File: src/rtl/core/pds_pkg.sv
// Package for the proper divisor sum block: widths and controller states.
// No dependencies; used by pds_div, proper_divisor_sum and tb_top.
`timescale 1ns / 1ps
`default_nettype none
package pds_pkg;

	localparam int VALUE_BITS = 32;
	localparam int IN_BITS    = 32;
	localparam int OUT_BITS   = 35;
	// The input field carries 32 bits, so n never grows past that.
	localparam int N_BITS     = (VALUE_BITS < IN_BITS) ? VALUE_BITS : IN_BITS;
	// Candidates run up to floor(sqrt(n)) + 1.
	localparam int D_BITS     = (N_BITS + 1) / 2 + 1;
	localparam int CNT_BITS   = $clog2(N_BITS + 1);

	typedef enum logic [2:0] {
		ST_IDLE,
		ST_LAUNCH,
		ST_DIV,
		ST_CHECK,
		ST_FINISH
	} pds_state_t;

endpackage
`default_nettype wire

File: src/rtl/core/pds_div.sv
// Bit-serial restoring divider: one quotient bit per cycle, N_BITS quotient bits.
// Depends on pds_pkg for N_BITS, D_BITS and CNT_BITS.
`timescale 1ns / 1ps
`default_nettype none
module pds_div import pds_pkg::*; (
	input  wire logic              clk,
	input  wire logic              arst_n,
	input  wire logic              start,
	input  wire logic [N_BITS-1:0] dividend,
	input  wire logic [D_BITS-1:0] divisor,
	output logic                   done,
	output logic [N_BITS-1:0]      quotient,
	output logic [D_BITS-1:0]      remainder
);

	logic                run_q;
	logic                done_q;
	logic [CNT_BITS-1:0] cnt_q;
	logic [N_BITS-1:0]   quo_q;
	logic [D_BITS-1:0]   rem_q;
	logic [D_BITS:0]     rem_sh;
	logic [D_BITS:0]     rem_diff;
	logic                fits;

	// Bring down the next dividend bit and try the subtraction.
	assign rem_sh   = {rem_q, quo_q[N_BITS-1]};
	assign rem_diff = rem_sh - {1'b0, divisor};
	assign fits     = rem_sh >= {1'b0, divisor};

	always_ff @(posedge clk or negedge arst_n) begin
		if (!arst_n) begin
			run_q  <= 1'b0;
			done_q <= 1'b0;
			cnt_q  <= '0;
		end else begin
			done_q <= 1'b0;
			if (start) begin
				run_q <= 1'b1;
				cnt_q <= CNT_BITS'(N_BITS);
			end else if (run_q) begin
				cnt_q <= cnt_q - 1'b1;
				if (cnt_q == CNT_BITS'(1)) begin
					run_q  <= 1'b0;
					done_q <= 1'b1;
				end
			end
		end
	end

	always_ff @(posedge clk) begin
		if (start) begin
			quo_q <= dividend;
			rem_q <= '0;
		end else if (run_q) begin
			quo_q <= {quo_q[N_BITS-2:0], fits};
			rem_q <= fits ? rem_diff[D_BITS-1:0] : rem_sh[D_BITS-1:0];
		end
	end

	assign done      = done_q;
	assign quotient  = quo_q;
	assign remainder = rem_q;

endmodule
`default_nettype wire

File: src/rtl/core/proper_divisor_sum.sv
// Each of the floor(sqrt(n)) + 1 candidates takes a launch, a divider run and a check;
// after the last check the block finishes and then presents the result.
// Throughput: one item at a time; busy stays high from the accepting edge until done.
// The result shows for one cycle with done high; the receiver cannot stall.
// Reset (arst_n low, asynchronous) returns the block to idle and drops done.
`timescale 1ns / 1ps
`default_nettype none
module proper_divisor_sum import pds_pkg::*; (
	input  wire logic                clk,
	input  wire logic                arst_n,
	input  wire logic                start,
	output logic                     busy,
	input  wire logic [IN_BITS-1:0]  value,
	output logic                     done,
	output logic [OUT_BITS-1:0]      divisor_sum_out
);

	pds_state_t          state_q, state_nx;
	logic [N_BITS-1:0]   n_q;
	logic [D_BITS-1:0]   d_q;
	logic [OUT_BITS-1:0] acc_q;
	logic [OUT_BITS-1:0] sum_q;
	logic                done_q;

	logic                div_start;
	logic                div_done;
	logic [N_BITS-1:0]   quo;
	logic [D_BITS-1:0]   rem;
	logic                stop;
	logic [OUT_BITS-1:0] add_d;
	logic [OUT_BITS-1:0] add_q;

	pds_div u_div (
		.clk       (clk),
		.arst_n    (arst_n),
		.start     (div_start),
		.dividend  (n_q),
		.divisor   (d_q),
		.done      (div_done),
		.quotient  (quo),
		.remainder (rem)
	);

	// Past the square root once the candidate exceeds n / d.
	assign stop  = N_BITS'(d_q) > quo;
	assign add_d = (rem == '0) ? OUT_BITS'(d_q) : '0;
	assign add_q = ((rem == '0) && (quo != N_BITS'(d_q))) ? OUT_BITS'(quo) : '0;

	always_comb begin
		state_nx = state_q;
		unique case (state_q)
			ST_IDLE:   if (start) state_nx = ST_LAUNCH;
			ST_LAUNCH: state_nx = ST_DIV;
			ST_DIV:    if (div_done) state_nx = ST_CHECK;
			ST_CHECK:  state_nx = stop ? ST_FINISH : ST_LAUNCH;
			ST_FINISH: state_nx = ST_IDLE;
			default:   state_nx = ST_IDLE;
		endcase
	end

	always_comb begin
		busy      = 1'b1;
		div_start = 1'b0;
		unique case (state_q)
			ST_IDLE:   busy = 1'b0;
			ST_LAUNCH: div_start = 1'b1;
			default:   ;
		endcase
	end

	always_ff @(posedge clk or negedge arst_n) begin
		if (!arst_n) begin
			state_q <= ST_IDLE;
			done_q  <= 1'b0;
		end else begin
			state_q <= state_nx;
			done_q  <= (state_q == ST_FINISH);
		end
	end

	always_ff @(posedge clk) begin
		if (state_q == ST_IDLE && start) begin
			n_q   <= value[N_BITS-1:0];
			d_q   <= D_BITS'(1);
			acc_q <= '0;
		end else if (state_q == ST_CHECK && !stop) begin
			acc_q <= acc_q + add_d + add_q;
			d_q   <= d_q + 1'b1;
		end
		// Drop n itself from the divisor total.
		if (state_q == ST_FINISH) begin
			sum_q <= acc_q - OUT_BITS'(n_q);
		end
	end

	assign done            = done_q;
	assign divisor_sum_out = sum_q;

endmodule
`default_nettype wire

File: config.mk
export PLATFORM = sky130hd
export DESIGN_NAME = proper_divisor_sum
export DESIGN_NICKNAME = d
export VERILOG_FILES = /design/src/rtl/core/pds_pkg.sv /design/src/rtl/core/pds_div.sv /design/src/rtl/core/proper_divisor_sum.sv
export SDC_FILE = /design/constraint.sdc
export NUM_CORES = 1
export LEC_CHECK = 0
export ABC_AREA = 0
export BUFFER_PORTS_ARGS = -buffer_cell sky130_fd_sc_hd__buf_2
export CORE_ASPECT_RATIO = 0.6
export CORE_MARGIN = 8
export CORE_UTILIZATION = 40
export CTS_CLUSTER_DIAMETER = 200
export CTS_CLUSTER_SIZE = 14
export DETAILED_ROUTE_END_ITERATION = 7
export SLEW_MARGIN = 10
export SYNTH_ARGS = -nofsm -noshare
export SYNTH_HDL_FRONTEND = slang
export SYNTH_SLANG_ARGS = --single-unit
File: constraint.sdc
create_clock -name clk -period 5.3 [get_ports clk]
set_input_delay 1.06 -clock clk [delete_from_list [all_inputs] [get_ports clk]]
set_output_delay 1.06 -clock clk [all_outputs]
set_load 0.005 [all_outputs]
==> run_results.csv <==
group,metric,value,unit
layout,most-common-layout-cells,"121 x nand2_1, 116 x ha_1, 102 x nor2_1, 102 x a21oi_1, 99 x edfxtp_1",
pwr,p_leak,6.08,nW
pwr,irDropWorstVdd,0.292,mV
critical_path,cp_max_fo,32,
grt,grt_pass1_vias,9427,
timing,worst_slack,328,ps
clocking,clockBufferDepth,2,
floorplanning,io_pins,72,
logic_synthesis,ys_async_sr_fraction,0.0667,
timing,worstMarginPinSlew,940,ps
pwr,p_per_area,461,nW/um^2
logic_synthesis,syn_area,12300,um^2
timing,period_minus_slack,4970,ps
routing,routed_wirelength,34400,um
routing,antenna_left,0,
layout,fillCellCount,2947,
critical_path,endpoint_kind,"register",
logic_synthesis,synth_edf_count,99,
critical_path,worstPathRequired,5640,ps
clocking,cts_tree,"done",
logic_synthesis,synthFlopType,"edfxtp_1",
timing,finalSetupViolCount,0,
grt,grt-ovfl-total,0,
logic_synthesis,seq_area_frac_synth,0.377,
logic_synthesis,synth_fp_nets,1514,
layout,diodes,0,
routing,wl_per_cell,18.8,um
grt,grt_first_pass_wirelength,54400,um
logic_synthesis,synth_top_area_share,0.241,
job,drv_cap,0,
timing,setup_tns,0,ps
clocking,cts_sinks,180,
routing,vias_per_cell,5.51,
place,portBuffers,71,
logic_synthesis,synthCells,1343,
logic_synthesis,synth_largest_area_cell,"edfxtp_1",
logic_synthesis,ys_warn_count,0,
floorplanning,dieWidth,243,um
logic_synthesis,synthTopCellsByArea,"edfxtp_1 24%, ha_1 12%, dfxtp_1 11%, xnor2_1 4.3%, a21oi_1 4.1%",
logic_synthesis,yosysUniqueCellTypes,78,
layout,final_layout_size_suffix_gt1_frac,0.104,
clocking,clkTransAtPathRegs,70,ps
outcome,status,"complete, no violations",
floorplanning,rows,49,
grt,antenna_found_initial,0,
timing,rsz0062_at_grt,"false",
clocking,numCtsBuffers,17,
timing,slew_viol_final,0,
grt,grt_max_degree,51,
timing,relSlewSlack,0.372,
logic_synthesis,ys_seq_elements,180,
clocking,holdBufCountCts,0,
clocking,cts_root_buf,"clkbuf_16",
critical_path,start_kind,"register",
routing,vias,10100,
timing,fin_crit_sh,0.938,
grt,grt.total_usage,0.184,
floorplanning,fp.dieH,152,um
logic_synthesis,avgSynthCellArea,9.19,um^2
timing,hold_viol_final,0,
routing,drc_errors,0,
place,gp_congestion,0.917,
critical_path,cp_data_arrival_time,5310,ps
floorplanning,core_area,30200,um^2
place,dpl.hpwl,25900,um
hold_path,hp-class,"in2async",
place,post-place-ws,380,ps
clocking,cts_max_level,4,
clocking,clock_latency,450,ps
timing,fin_skew,9.93,ps
routing,drt_first_iter_violations,941,
layout,layout.nets,1577,
floorplanning,start_util,0.409,
layout,syn_to_final_growth,11.6,%
critical_path,worstSetupPathType,"reg2reg",
routing,drtPass1Iterations,5,
floorplanning,die_area,36900,um^2
layout,layout_commonest_cell,"nand2_1",
timing,fmax,201,MHz
-- per-layer routing --
layer / share of wire / GRT usage / wire [um] / up-vias
li1: - / - / - / 4959
met1: 0.55 / 0.300 / 18800 / 4748
met2: 0.36 / 0.226 / 12300 / 339
met3: 0.090 / 0.0567 / 3080 / 13
met4: 0.0071 / 0.0370 / 243 / 0
met5: 0 / 0 / 0 / -
-- logic make-up (layout without fill, tap and decap cells) --
group / after synthesis / after routing / share of synthesized area
compound gates: 354 / 354 / 0.186
mux: 16 / 16 / 0.0132
fa+ha+maj: 136 / 136 / 0.150
buf+inv: 143 / 219 / 0.0456
simple gates: 441 / 441 / 0.177
xor+xnor: 73 / 73 / 0.0518
flops: 180 / 180 / 0.377
-- state kept, by name, indices dropped and copies added, names as in the netlist --
register / count
n_q: 32
divisor_sum_out: 35
acc_q: 35
done: 1
u_div.done: 1
u_div.run_q: 1
u_div.remainder: 17
d_q: 17
u_div.cnt_q: 6
state_q: 3
u_div.quotient: 32
-- worst max-delay path, cell delays in order, from the launching register on --
cell,delay (ps)
edfxtp_1,350
inv_1,50
ha_1,300
nand4_1,180
nor3_1,270
and3_1,230
a21boi_2,80
buf_12,170
and2_1,170
fa_1,440
ha_1,390
a211oi_2,230
nor2_1,90
o31a_1,290
or3b_1,420
a21oi_2,240
a21oi_2,130
o221a_4,270
a41oi_2,190
mux2_1,340
-- stage by stage --
| stage | total power [W] | cell area [um^2] | util | std cells | hold WS [ps] |
|---|---|---|---|---|---|
| after detailed placement | 0.00503 | 13200 | 0.437 | 1795 | 476 |
| after floorplan | 0.00426 | 12300 | - | 1343 | 453 |
| after global routing | 0.00681 | 13800 | 0.457 | 1827 | 483 |
| after global placement | 0.00499 | 13200 | 0.437 | 1795 | 467 |
| after CTS | 0.00635 | 13800 | 0.456 | 1827 | 456 |
| final | 0.00635 | 13800 | 0.457 | 1827 | 469 |
-- cell usage after synthesis (14+ instances only) --
cell	instances
edfxtp_1	99
inv_1	97
o21a_1	22
nand4_1	18
a21oi_1	102
clkbuf_1	37
xnor2_1	60
nand3_1	24
a211oi_1	24
ha_1	116
nand2_1	121
nor2_1	102
o21ai_0	91
dfxtp_1	69
nand2b_1	17
nor3_1	31
and2_1	48
mux2i_1	14
a21o_1	36
fa_1	20
-- timing repair --
action / CTS / global route
endpoints found under the setup margin: 0 / 2
gates resized for setup: 0 / 2
buffers inserted: 0 / 0
endpoints found under the hold margin: 0 / 0
-- worst paths after layout --
kind                       slack, ps                         from  cells after the start                endpoint
setup reg to reg                 330  u_div.quotient[9]$_DFFE_PP_                     19  acc_q[33]$_SDFFE_PP0P_
hold / removal                   470                       arst_n                      1          done$_DFF_PN0_
max in group asynchronous       4620                       arst_n                      1  state_q[0]$_DFFE_PN0P_
min in group clk                 490        acc_q[1]$_SDFFE_PP0P_                      2   acc_q[1]$_SDFFE_PP0P_
setup / recovery                 330  u_div.quotient[9]$_DFFE_PP_                     19  acc_q[33]$_SDFFE_PP0P_
hold reg to reg                  490        acc_q[1]$_SDFFE_PP0P_                      2   acc_q[1]$_SDFFE_PP0P_
-- report_power, final --
part / internal, W / switching, W
clock network: 0.000670 / 0.000628
logic: 0.00111 / 0.00169
registers: 0.00194 / 0.000316
total: 0.00372 / 0.00263
-- layout make-up --
cell class / count / area (um^2) / share of cell area
Sequential cell: 180 / 4650 / 0.338
Clock inverter: 13 / 111 / 0.00808
Inverter: 98 / 368 / 0.0267
Multi-Input combinational cell: 1020 / 7160 / 0.519
Clock buffer: 19 / 475 / 0.0345
Tap cell: 408 / 510 / 0.0370
Timing Repair Buffer: 89 / 503 / 0.0365
Power figures use the tool's default switching activity.
